===== config.mk =====
export PLATFORM = sky130hd
export DESIGN_NAME = versioned_handle_table_top
export DESIGN_NICKNAME = d
export VERILOG_FILES = /design/src/rtl/vht_pkg.sv /design/src/rtl/vht_slot_map.sv /design/src/rtl/versioned_handle_table_top.sv
export SDC_FILE = /design/constraint.sdc
export NUM_CORES = 2
export LEC_CHECK = 0
export ABC_CLOCK_PERIOD_IN_PS = 23900
export BUFFER_PORTS_ARGS = -buffer_cell sky130_fd_sc_hd__buf_4
export CORE_AREA = 5 5 611 613
export CTS_CLUSTER_SIZE = 20
export DETAILED_ROUTE_END_ITERATION = 8
export DIE_AREA = 0 0 616 618
export PLACE_DENSITY_LB_ADDON = 0.12
export SLEW_MARGIN = 20
export SYNTH_ARGS = -nofsm -noshare
export SYNTH_HDL_FRONTEND = slang
export SYNTH_HIERARCHICAL = 1
export SYNTH_SLANG_ARGS = --single-unit

===== constraint.sdc =====
create_clock -name clock -period 23.9 [get_ports clock]
set_clock_uncertainty 0.1 [all_clocks]
set_input_delay 1.195 -clock clock [delete_from_list [all_inputs] [get_ports clock]]
set_output_delay 1.195 -clock clock [all_outputs]
set_load 0.01 [all_outputs]

===== src/rtl/vht_pkg.sv =====
// Package for the versioned handle table: operation and status codes,
// controller state and the slot-map command/status structs. No dependencies.
package vht_pkg;

   typedef enum logic [2:0] {
      OP_ADD         = 3'd0,
      OP_GET         = 3'd1,
      OP_REMOVE      = 3'd2,
      OP_REPLACE     = 3'd3,
      OP_MAKE_WEAK   = 3'd4,
      OP_TRY_LOOKUP  = 3'd5
   } opcode_type;

   typedef enum logic [2:0] {
      STS_OK         = 3'd0,
      STS_RANGE      = 3'd1,
      STS_UNUSED     = 3'd2,
      STS_MISMATCH   = 3'd3,
      STS_FULL       = 3'd4,
      STS_STALE      = 3'd5
   } status_type;

   typedef enum logic {
      ST_IDLE,
      ST_EXEC
   } state_type;

   typedef struct packed {
      logic claim;
      logic release_slot;
   } slot_cmd_type;

   typedef struct packed {
      logic scanning;
      logic used;
   } slot_stat_type;

   // slots examined per cycle by the free-slot scan (power of two)
   localparam int SCAN_WIDTH = 8;
   localparam int SCAN_SEL_BITS = 3;

endpackage


===== src/rtl/vht_slot_map.sv =====
// Slot occupancy map: use bitmap, grown count and lowest free slot.
// Rescans for the next free slot a chunk per cycle after a claim. Uses vht_pkg.
module vht_slot_map
   import vht_pkg::*;
#(
   parameter int SLOT_COUNT = 64
) (
   input  logic                              clock,
   input  logic                              reset,
   input  slot_cmd_type                      cmd,
   input  logic [$clog2(SLOT_COUNT)-1:0]     slot_index,
   output slot_stat_type                     stat,
   output logic [$clog2(SLOT_COUNT+1)-1:0]   hole,
   output logic [$clog2(SLOT_COUNT+1)-1:0]   grown
);

   localparam int AW  = $clog2(SLOT_COUNT);
   localparam int GW  = $clog2(SLOT_COUNT + 1);
   localparam int NCH = (SLOT_COUNT + SCAN_WIDTH - 1) / SCAN_WIDTH;
   localparam int PW  = NCH * SCAN_WIDTH;
   localparam int CHW = (NCH > 1) ? $clog2(NCH) : 1;
   localparam int PSW = $clog2(PW + 1) + 1;

   logic [SLOT_COUNT-1:0] used_ff, used_in;
   logic [GW-1:0]         hole_ff, hole_in;
   logic [GW-1:0]         grown_ff, grown_in;
   logic                  scanning_ff, scanning_in;
   logic [GW-1:0]         from_ff, from_in;
   logic [CHW-1:0]        chunk_ff, chunk_in;

   logic [PW-1:0]         used_pad;
   logic [SCAN_WIDTH-1:0] chunks [NCH];
   logic [SCAN_WIDTH-1:0] chunk_bits;
   logic                  found;
   logic [PSW-1:0]        pick_pos;
   logic [PSW-1:0]        bit_pos;
   logic [GW-1:0]         next_from;

   always_comb begin
      used_pad = '1;
      used_pad[SLOT_COUNT-1:0] = used_ff;
      for (int c = 0; c < NCH; c++) begin
         chunks[c] = used_pad[c*SCAN_WIDTH +: SCAN_WIDTH];
      end
   end

   assign chunk_bits = chunks[chunk_ff];

   // lowest free slot in the current chunk at or above the scan start
   always_comb begin
      found    = 1'b0;
      pick_pos = '0;
      bit_pos  = '0;
      for (int j = 0; j < SCAN_WIDTH; j++) begin
         bit_pos = PSW'({chunk_ff, SCAN_SEL_BITS'(j)});
         if (!found && !chunk_bits[j] && (bit_pos >= PSW'(from_ff))) begin
            found    = 1'b1;
            pick_pos = bit_pos;
         end
      end
   end

   assign next_from = hole_ff + 1'b1;

   always_comb begin
      used_in     = used_ff;
      hole_in     = hole_ff;
      grown_in    = grown_ff;
      scanning_in = scanning_ff;
      from_in     = from_ff;
      chunk_in    = chunk_ff;
      if (scanning_ff) begin
         if (found) begin
            hole_in     = GW'(pick_pos);
            scanning_in = 1'b0;
         end else if (chunk_ff == CHW'(NCH - 1)) begin
            hole_in     = GW'(SLOT_COUNT);
            scanning_in = 1'b0;
         end else begin
            chunk_in = chunk_ff + 1'b1;
         end
      end else if (cmd.claim) begin
         used_in[hole_ff[AW-1:0]] = 1'b1;
         if (hole_ff == grown_ff) begin
            grown_in = next_from;
         end
         if (next_from == GW'(SLOT_COUNT)) begin
            hole_in = GW'(SLOT_COUNT);
         end else begin
            scanning_in = 1'b1;
            from_in     = next_from;
            chunk_in    = CHW'(next_from >> SCAN_SEL_BITS);
         end
      end else if (cmd.release_slot) begin
         used_in[slot_index] = 1'b0;
         if (GW'(slot_index) < hole_ff) begin
            hole_in = GW'(slot_index);
         end
      end
   end

   always_ff @(posedge clock) begin
      if (reset) begin
         used_ff     <= '0;
         hole_ff     <= '0;
         grown_ff    <= '0;
         scanning_ff <= 1'b0;
         from_ff     <= '0;
         chunk_ff    <= '0;
      end else begin
         used_ff     <= used_in;
         hole_ff     <= hole_in;
         grown_ff    <= grown_in;
         scanning_ff <= scanning_in;
         from_ff     <= from_in;
         chunk_ff    <= chunk_in;
      end
   end

   assign stat.scanning = scanning_ff;
   assign stat.used     = used_ff[slot_index];
   assign hole          = hole_ff;
   assign grown         = grown_ff;

   a_hole_within_grown: assert property (@(posedge clock) disable iff (reset)
      hole_ff <= grown_ff)
      else $error("free slot beyond grown region");

   a_grown_bounded: assert property (@(posedge clock) disable iff (reset)
      grown_ff <= GW'(SLOT_COUNT))
      else $error("grown count exceeds table depth");

   a_claim_grows: assert property (@(posedge clock) disable iff (reset)
      (cmd.claim && !scanning_ff) |=> grown_ff != '0)
      else $error("claim left the table empty");

endmodule


===== src/rtl/versioned_handle_table_top.sv =====
// Versioned handle table top level: controller, version and offset memories.
// Depends on vht_pkg and vht_slot_map.
//
// One transaction is taken when start is high and busy is low. Its result
// appears on the rsp_ ports, registered after the checking state and marked by
// rsp_strobe, which is high for exactly one cycle; the receiver cannot stall it.
// On acceptance the slot's version and offset are read from the memories into
// registers; the checking state then checks and writes back. busy stays high in
// the checking state, so a new transaction is not taken while one is checked.
// An add that takes a slot also rescans the use bitmap for the next free slot,
// eight slots a cycle, which keeps busy high until the scan ends (an add that
// takes the last slot does not rescan). No clearing pass runs after reset.
module versioned_handle_table_top
   import vht_pkg::*;
#(
   parameter int SLOT_COUNT   = 64,
   parameter int VERSION_BITS = 32,
   parameter int OFFSET_BITS  = 32
) (
   input  logic        clock,
   input  logic        reset,
   input  logic        start,
   output logic        busy,
   input  logic [2:0]  req_opcode,
   input  logic [5:0]  req_slot_index,
   input  logic [31:0] req_handle_version,
   input  logic [31:0] req_position,
   output logic        rsp_strobe,
   output logic [5:0]  rsp_result_index,
   output logic [31:0] rsp_result_version,
   output logic [31:0] rsp_result_offset,
   output logic [2:0]  rsp_status
);

   localparam int AW = $clog2(SLOT_COUNT);
   localparam int GW = $clog2(SLOT_COUNT + 1);
   localparam int VB = VERSION_BITS;
   localparam int OB = OFFSET_BITS;

   state_type state_ff, state_in;

   logic [VB-1:0] ver_mem [SLOT_COUNT];
   logic [OB-1:0] off_mem [SLOT_COUNT];
   logic [VB-1:0] ver_rd_ff;
   logic [OB-1:0] off_rd_ff;

   logic [2:0]    op_ff;
   logic [5:0]    idx_ff;
   logic [AW-1:0] addr_ff;
   logic [VB-1:0] ver_ff;
   logic [OB-1:0] pos_ff;
   logic [VB-1:0] last_version_ff, last_version_in;

   logic          rsp_strobe_ff;
   logic [5:0]    rsp_index_ff, rsp_index_in;
   logic [31:0]   rsp_version_ff, rsp_version_in;
   logic [31:0]   rsp_offset_ff, rsp_offset_in;
   status_type    rsp_status_ff, rsp_status_in;

   logic          accept;
   logic          exec;
   logic [AW+5:0] req_idx_wide;
   logic [AW+5:0] hole_idx_wide;
   logic [VB+31:0] req_ver_wide;
   logic [OB+31:0] req_pos_wide;
   logic [VB+31:0] out_ver_wide;
   logic [OB+31:0] out_off_wide;

   slot_cmd_type  map_cmd;
   slot_stat_type map_stat;
   logic [GW-1:0] hole;
   logic [GW-1:0] grown;

   logic          in_range;
   logic [VB-1:0] stored_ver;
   status_type    strong_sts;
   logic [VB-1:0] new_ver;
   logic          table_full;
   logic          ver_we;
   logic          off_we;
   logic [AW-1:0] wr_addr;
   logic [OB-1:0] off_wdata;
   logic [VB-1:0] out_ver;
   logic [OB-1:0] out_off;

   assign accept        = start && !busy;
   assign exec          = (state_ff == ST_EXEC);
   assign req_idx_wide  = (AW + 6)'(req_slot_index);
   assign req_ver_wide  = (VB + 32)'(req_handle_version);
   assign req_pos_wide  = (OB + 32)'(req_position);

   // next state
   always_comb begin
      state_in = state_ff;
      unique case (state_ff)
         ST_IDLE: begin
            if (accept) begin
               state_in = ST_EXEC;
            end
         end
         ST_EXEC: begin
            state_in = ST_IDLE;
         end
         default: begin
            state_in = ST_IDLE;
         end
      endcase
   end

   // state outputs
   always_comb begin
      unique case (state_ff)
         ST_IDLE: busy = map_stat.scanning;
         ST_EXEC: busy = 1'b1;
         default: busy = 1'b1;
      endcase
   end

   always_ff @(posedge clock) begin
      if (reset) begin
         state_ff <= ST_IDLE;
      end else begin
         state_ff <= state_in;
      end
   end

   always_ff @(posedge clock) begin
      if (accept) begin
         op_ff     <= req_opcode;
         idx_ff    <= req_slot_index;
         addr_ff   <= req_idx_wide[AW-1:0];
         ver_ff    <= req_ver_wide[VB-1:0];
         pos_ff    <= req_pos_wide[OB-1:0];
         ver_rd_ff <= ver_mem[req_idx_wide[AW-1:0]];
         off_rd_ff <= off_mem[req_idx_wide[AW-1:0]];
      end
   end

   always_ff @(posedge clock) begin
      if (ver_we) begin
         ver_mem[wr_addr] <= new_ver;
      end
      if (off_we) begin
         off_mem[wr_addr] <= off_wdata;
      end
   end

   vht_slot_map #(
      .SLOT_COUNT (SLOT_COUNT)
   ) u_slot_map (
      .clock      (clock),
      .reset      (reset),
      .cmd        (map_cmd),
      .slot_index (addr_ff),
      .stat       (map_stat),
      .hole       (hole),
      .grown      (grown)
   );

   assign in_range      = (GW + 6)'(idx_ff) < (GW + 6)'(grown);
   assign stored_ver    = map_stat.used ? ver_rd_ff : '0;
   assign table_full    = (hole == GW'(SLOT_COUNT));
   assign hole_idx_wide = (AW + 6)'(hole[AW-1:0]);

   always_comb begin
      new_ver = last_version_ff + 1'b1;
      if (new_ver == '0) begin
         new_ver = VB'(1);
      end
   end

   always_comb begin
      if (!in_range) begin
         strong_sts = STS_RANGE;
      end else if (!map_stat.used) begin
         strong_sts = STS_UNUSED;
      end else if (stored_ver != ver_ff) begin
         strong_sts = STS_MISMATCH;
      end else begin
         strong_sts = STS_OK;
      end
   end

   always_comb begin
      map_cmd         = '0;
      ver_we          = 1'b0;
      off_we          = 1'b0;
      wr_addr         = addr_ff;
      off_wdata       = pos_ff;
      last_version_in = last_version_ff;
      rsp_index_in    = idx_ff;
      out_ver         = '0;
      out_off         = '0;
      rsp_status_in   = STS_OK;
      case (opcode_type'(op_ff))
         OP_ADD: begin
            if (table_full) begin
               rsp_index_in  = '0;
               rsp_status_in = STS_FULL;
            end else begin
               map_cmd.claim   = exec;
               ver_we          = exec;
               off_we          = exec;
               wr_addr         = hole[AW-1:0];
               last_version_in = new_ver;
               rsp_index_in    = hole_idx_wide[5:0];
               out_ver         = new_ver;
            end
         end
         OP_GET: begin
            rsp_status_in = strong_sts;
            if (strong_sts == STS_OK) begin
               out_off = off_rd_ff;
            end
         end
         OP_REMOVE: begin
            rsp_status_in = strong_sts;
            if (strong_sts == STS_OK) begin
               map_cmd.release_slot = exec;
               off_we               = exec;
               off_wdata            = '0;
            end
         end
         OP_REPLACE: begin
            rsp_status_in = strong_sts;
            off_we        = exec && (strong_sts == STS_OK);
         end
         OP_MAKE_WEAK: begin
            if (!in_range) begin
               rsp_status_in = STS_RANGE;
            end else if (!map_stat.used) begin
               rsp_status_in = STS_UNUSED;
            end else begin
               out_ver = stored_ver;
            end
         end
         OP_TRY_LOOKUP: begin
            if (!in_range) begin
               rsp_status_in = STS_RANGE;
            end else if (stored_ver != ver_ff) begin
               rsp_status_in = STS_STALE;
            end else begin
               out_off = off_rd_ff;
            end
         end
         default: begin
            rsp_index_in = '0;
         end
      endcase
   end

   assign out_ver_wide   = (VB + 32)'(out_ver);
   assign out_off_wide   = (OB + 32)'(out_off);
   assign rsp_version_in = out_ver_wide[31:0];
   assign rsp_offset_in  = out_off_wide[31:0];

   always_ff @(posedge clock) begin
      if (reset) begin
         rsp_strobe_ff   <= 1'b0;
         last_version_ff <= '0;
      end else begin
         rsp_strobe_ff <= exec;
         if (exec) begin
            last_version_ff <= last_version_in;
         end
      end
   end

   always_ff @(posedge clock) begin
      if (exec) begin
         rsp_index_ff   <= rsp_index_in;
         rsp_version_ff <= rsp_version_in;
         rsp_offset_ff  <= rsp_offset_in;
         rsp_status_ff  <= rsp_status_in;
      end
   end

   assign rsp_strobe         = rsp_strobe_ff;
   assign rsp_result_index   = rsp_index_ff;
   assign rsp_result_version = rsp_version_ff;
   assign rsp_result_offset  = rsp_offset_ff;
   assign rsp_status         = rsp_status_ff;

   a_accept_to_exec: assert property (@(posedge clock) disable iff (reset)
      accept |=> state_ff == ST_EXEC)
      else $error("accepted transaction not executed");

   a_strobe_from_exec: assert property (@(posedge clock) disable iff (reset)
      rsp_strobe |-> $past(state_ff == ST_EXEC))
      else $error("result without an executed transaction");

   a_single_result: assert property (@(posedge clock) disable iff (reset)
      rsp_strobe |=> !rsp_strobe)
      else $error("results on consecutive cycles");

   a_add_not_full: assert property (@(posedge clock) disable iff (reset)
      map_cmd.claim |-> !table_full)
      else $error("slot claimed in a full table");

endmodule


==> impl_results.md <==
* Outcome: finished clean
* Via/cell ratio at 6.25
* GP Congestion at 0.859
* Clk buf depth at 4
* Pwr Density at 82.3 nW/um^2
* Total track usage at a little under a quarter
* Mapped Nets at 7625
* Slew Viols, Final at 0
* Largest area contributor in the netlist: edfxtp_1
* Slowest stage cell, crit path: edfxtp_1
* CP Cell Sequence: or3b_2 -> o22a_1 -> o21ai_0 -> or4_1 -> buf_4 -> inv_1 -> a2bb2oi_1 -> nor4_1 -> nand4_1 -> buf_4 -> or4b_4 -> buf_4 -> buf_4 -> a21oi_4 -> buf_4
* Final Cycle Share at 32.0%
* Dominant synthesized flop cell: edfxtp_1
* DP HPWL at 250 mm
* H-tree Lvls at 5
* Reg clk slew, reported paths at 0.06 ns
* Worst Setup EP: off_mem[45][22]
* Pin count of the biggest net entering global routing at 122
* Async set or reset register ratio after synthesis at 0%
* Layout area overhead at 13.9%
* WP data required at about 24 ns
* Most frequent cells after synthesis: edfxtp_1, mux4_2, clkbuf_1
* Hold WC Path Type: primary input to register
* Largest regs: off_mem: 2048 flops, ver_mem: 2048 flops, u_slot_map/used_ff: 64 flops
* Most frequent cell after synthesis: edfxtp_1
* CP max FO at 31
* Setup violators final at 0
* Hold-fix buffers at CTS at 0
* Total negative setup slack at 0 ns
* Synth Cell Area at 172000 sq um
* IO Pins at 151
* Die X-Extent at 616 microns
* Layout cell share with drive strength beyond 1 at 31.7%
* Post-layout util at 53.3%
* Synthesized area per cell at 22.8 sq um
* Global-route wire length before repair at 635 mm
* Synth area leaders: edfxtp_1, mux4_2, dfxtp_1
* Pleak at around 61 nW
* Critical path launch point: addr_ff[3]
* Fin. Hold Viols at 0
* CTS tree: yes
* CTS Root Cell: clkbuf_16
* # DRC at 0
* FF+latch count, synth at 4429
* Tmin final at 7.65 ns
* Core box area at 367000 sq um
* Peak supply drop at 0.0000692 V
* Detail Route Antenna Nets at 0
* Top cell type's share of synthesized area at roughly three quarters
* Initial core utilization at 46.8%
* Max_slew headroom at 21.7%
* CTS sink count at around 4400
* Number of global-route vias before repair at 82900
* Cts repair resizes at 0
* Port Buffers at 150
* GR Overflow Total at 0
* Worst Tran Pin Value at ~1.2 ns
* Wire per inst at 33.8 microns
* Slowest stage delay, CP at 0.94 ns
* Num rows at 223
* EDFF count, synth at between 4000 and 5000
* Worst skew pair latency at 0.95 ns
* Initial antenna violation count at 53
* MaxCap Viol Count at 0
* R2r endpoint: off_mem[45][22]
* WP data arrival at 8.12 ns
* CTS Buf Count at 450
* Initial DRC count at about 10000
* Reg2reg setup slack at 16.25 ns
* Most common cell on crit path: buf_4
* DRT Wirelength at 447 mm
* Drt pass-1 iters at 8
* Kind of end point of the critical path: register
* Die height at just over 600 microns
* Reg-to-Reg Start: addr_ff[3]
* Vias at 82600
* CP Launch Type: register
* NumNets Final at 8084
* Mapped Cells at 7531
* Synth Warn # at 6
* Library cells used by synthesis at 98
* Fmax at 0.131 GHz
* Unrepaired setup endpoints after global routing: false
* Setup Crit Path Kind: register to register
* Worst r2r path cells at 15
* Sequential share of the synthesized area at 76.7%
* Die ar. at 381000 sq um
* Postcts setup bufs at 0
[critical path, delay by kind of cell (launching register included)]
kind	cells	cell delay (ns)
DFF	1	0.94
and+or+nand+nor	5	2.65
buffers and inverters	6	2.48
AOI/OAI and AO/OA	4	0.87
[per-layer routing]
layer	GRT usage, %	routed length, microns	vias to the layer above
met2	34.4	202000	3470
met3	3.93	36500	562
met5	0	56	-
li1	-	-	33100
met1	36.8	199000	45500
met4	4.81	9160	8
[final cells by class]
cell class,instances,area (sq um)
Antenna cell,9,22.5
Clock buffer,556,11800
Clock inverter,264,2520
Fill cell,27800,172000
Inverter,37,140
Multi-Input combinational cell,2637,40100
Sequential cell,4429,132000
Tap cell,4837,6050
Timing Repair Buffer,435,3420
[worst min-delay path by stage]
stage,depth (start not counted),end,slack (ns),from
2_1_floorplan,2,u_slot_map/from_ff[5],0.34,u_slot_map/from_ff[5]
3_3_place_gp,2,u_slot_map/used_ff[63],0.38,u_slot_map/used_ff[63]
3_5_place_dp,2,u_slot_map/from_ff[5],0.38,u_slot_map/from_ff[5]
4_1_cts,1,op_ff[0],0.23,req_opcode[0]
5_1_grt,1,ver_ff[4],0.27,req_handle_version[4]
6_report,1,ver_ff[11],0.32,req_handle_version[11]
[cell usage in the layout, fill, tap and decap left out, types with 10 or more instances in the layout]
cell type   synthesis  final
nor4_1             15     13
a22o_1             29     29
o22ai_1            10     10
inv_1              34     31
bufinv_16           0     43
xor2_1             34     20
nand4_1            17     17
dfxtp_1           123    122
clkinv_2            0     68
mux2i_1            34     34
inv_6               0     13
clkbuf_16           0    456
a31oi_1            16     15
nor3_1             34     30
nand3_1            83     83
nor2_4              0     65
a22oi_1            12     12
xnor2_1            45     35
nand2_1           175    171
nor2b_1            33     10
ha_1               18     18
a21oi_1           146     96
and2_1             45     45
o21ai_0           107    107
xnor2_2             0     10
and3_1             15     15
a211oi_1           27     14
nor2_1            192    127
a211oi_4            0     13
clkinvlp_4          0     14
mux4_2           1359   1359
buf_4               5    421
clkinv_1            0    111
xor2_4              0     14
edfxtp_1         4306   4306
nor2b_4             0     23
a21oi_4             0     50
or3_1              17     17
clkbuf_1          288     97
[power by group]
part	switching (mW)	internal (mW)
Sequential	0.0345	8.50
Combinational	0.421	0.293
Clock	2.92	3.96
[cells by family (layout without fill, tap and decap cells)]
logic type	after synthesis	in the layout	share of synthesized area [%]
adder cells (fa/ha/maj)	18	18	0.131
multiplexers	1397	1397	18.0
other	0	9	0
buffers and inverters	465	1292	1.10
flip-flops	4429	4429	76.7
XOR/XNOR	79	79	0.403
AND/OR/NAND/NOR	709	709	2.07
AO/OA/AOI/OAI	434	434	1.61
[metrics by stage]
stage,power [mW],hold slack [ns],setup WS (ns),cells,area [sq um]
6_report,16.1,0.321,16.25,13200,196000
5_1_grt,16.6,0.267,16.08,13200,196000
4_1_cts,16.3,0.226,16.20,13200,196000
3_5_place_dp,9.41,0.382,15.70,12400,181000
3_3_place_gp,9.41,0.379,15.70,12400,181000
2_1_floorplan,9.12,0.343,15.60,7531,172000
Note: power is estimated with default switching activity, not from simulation.
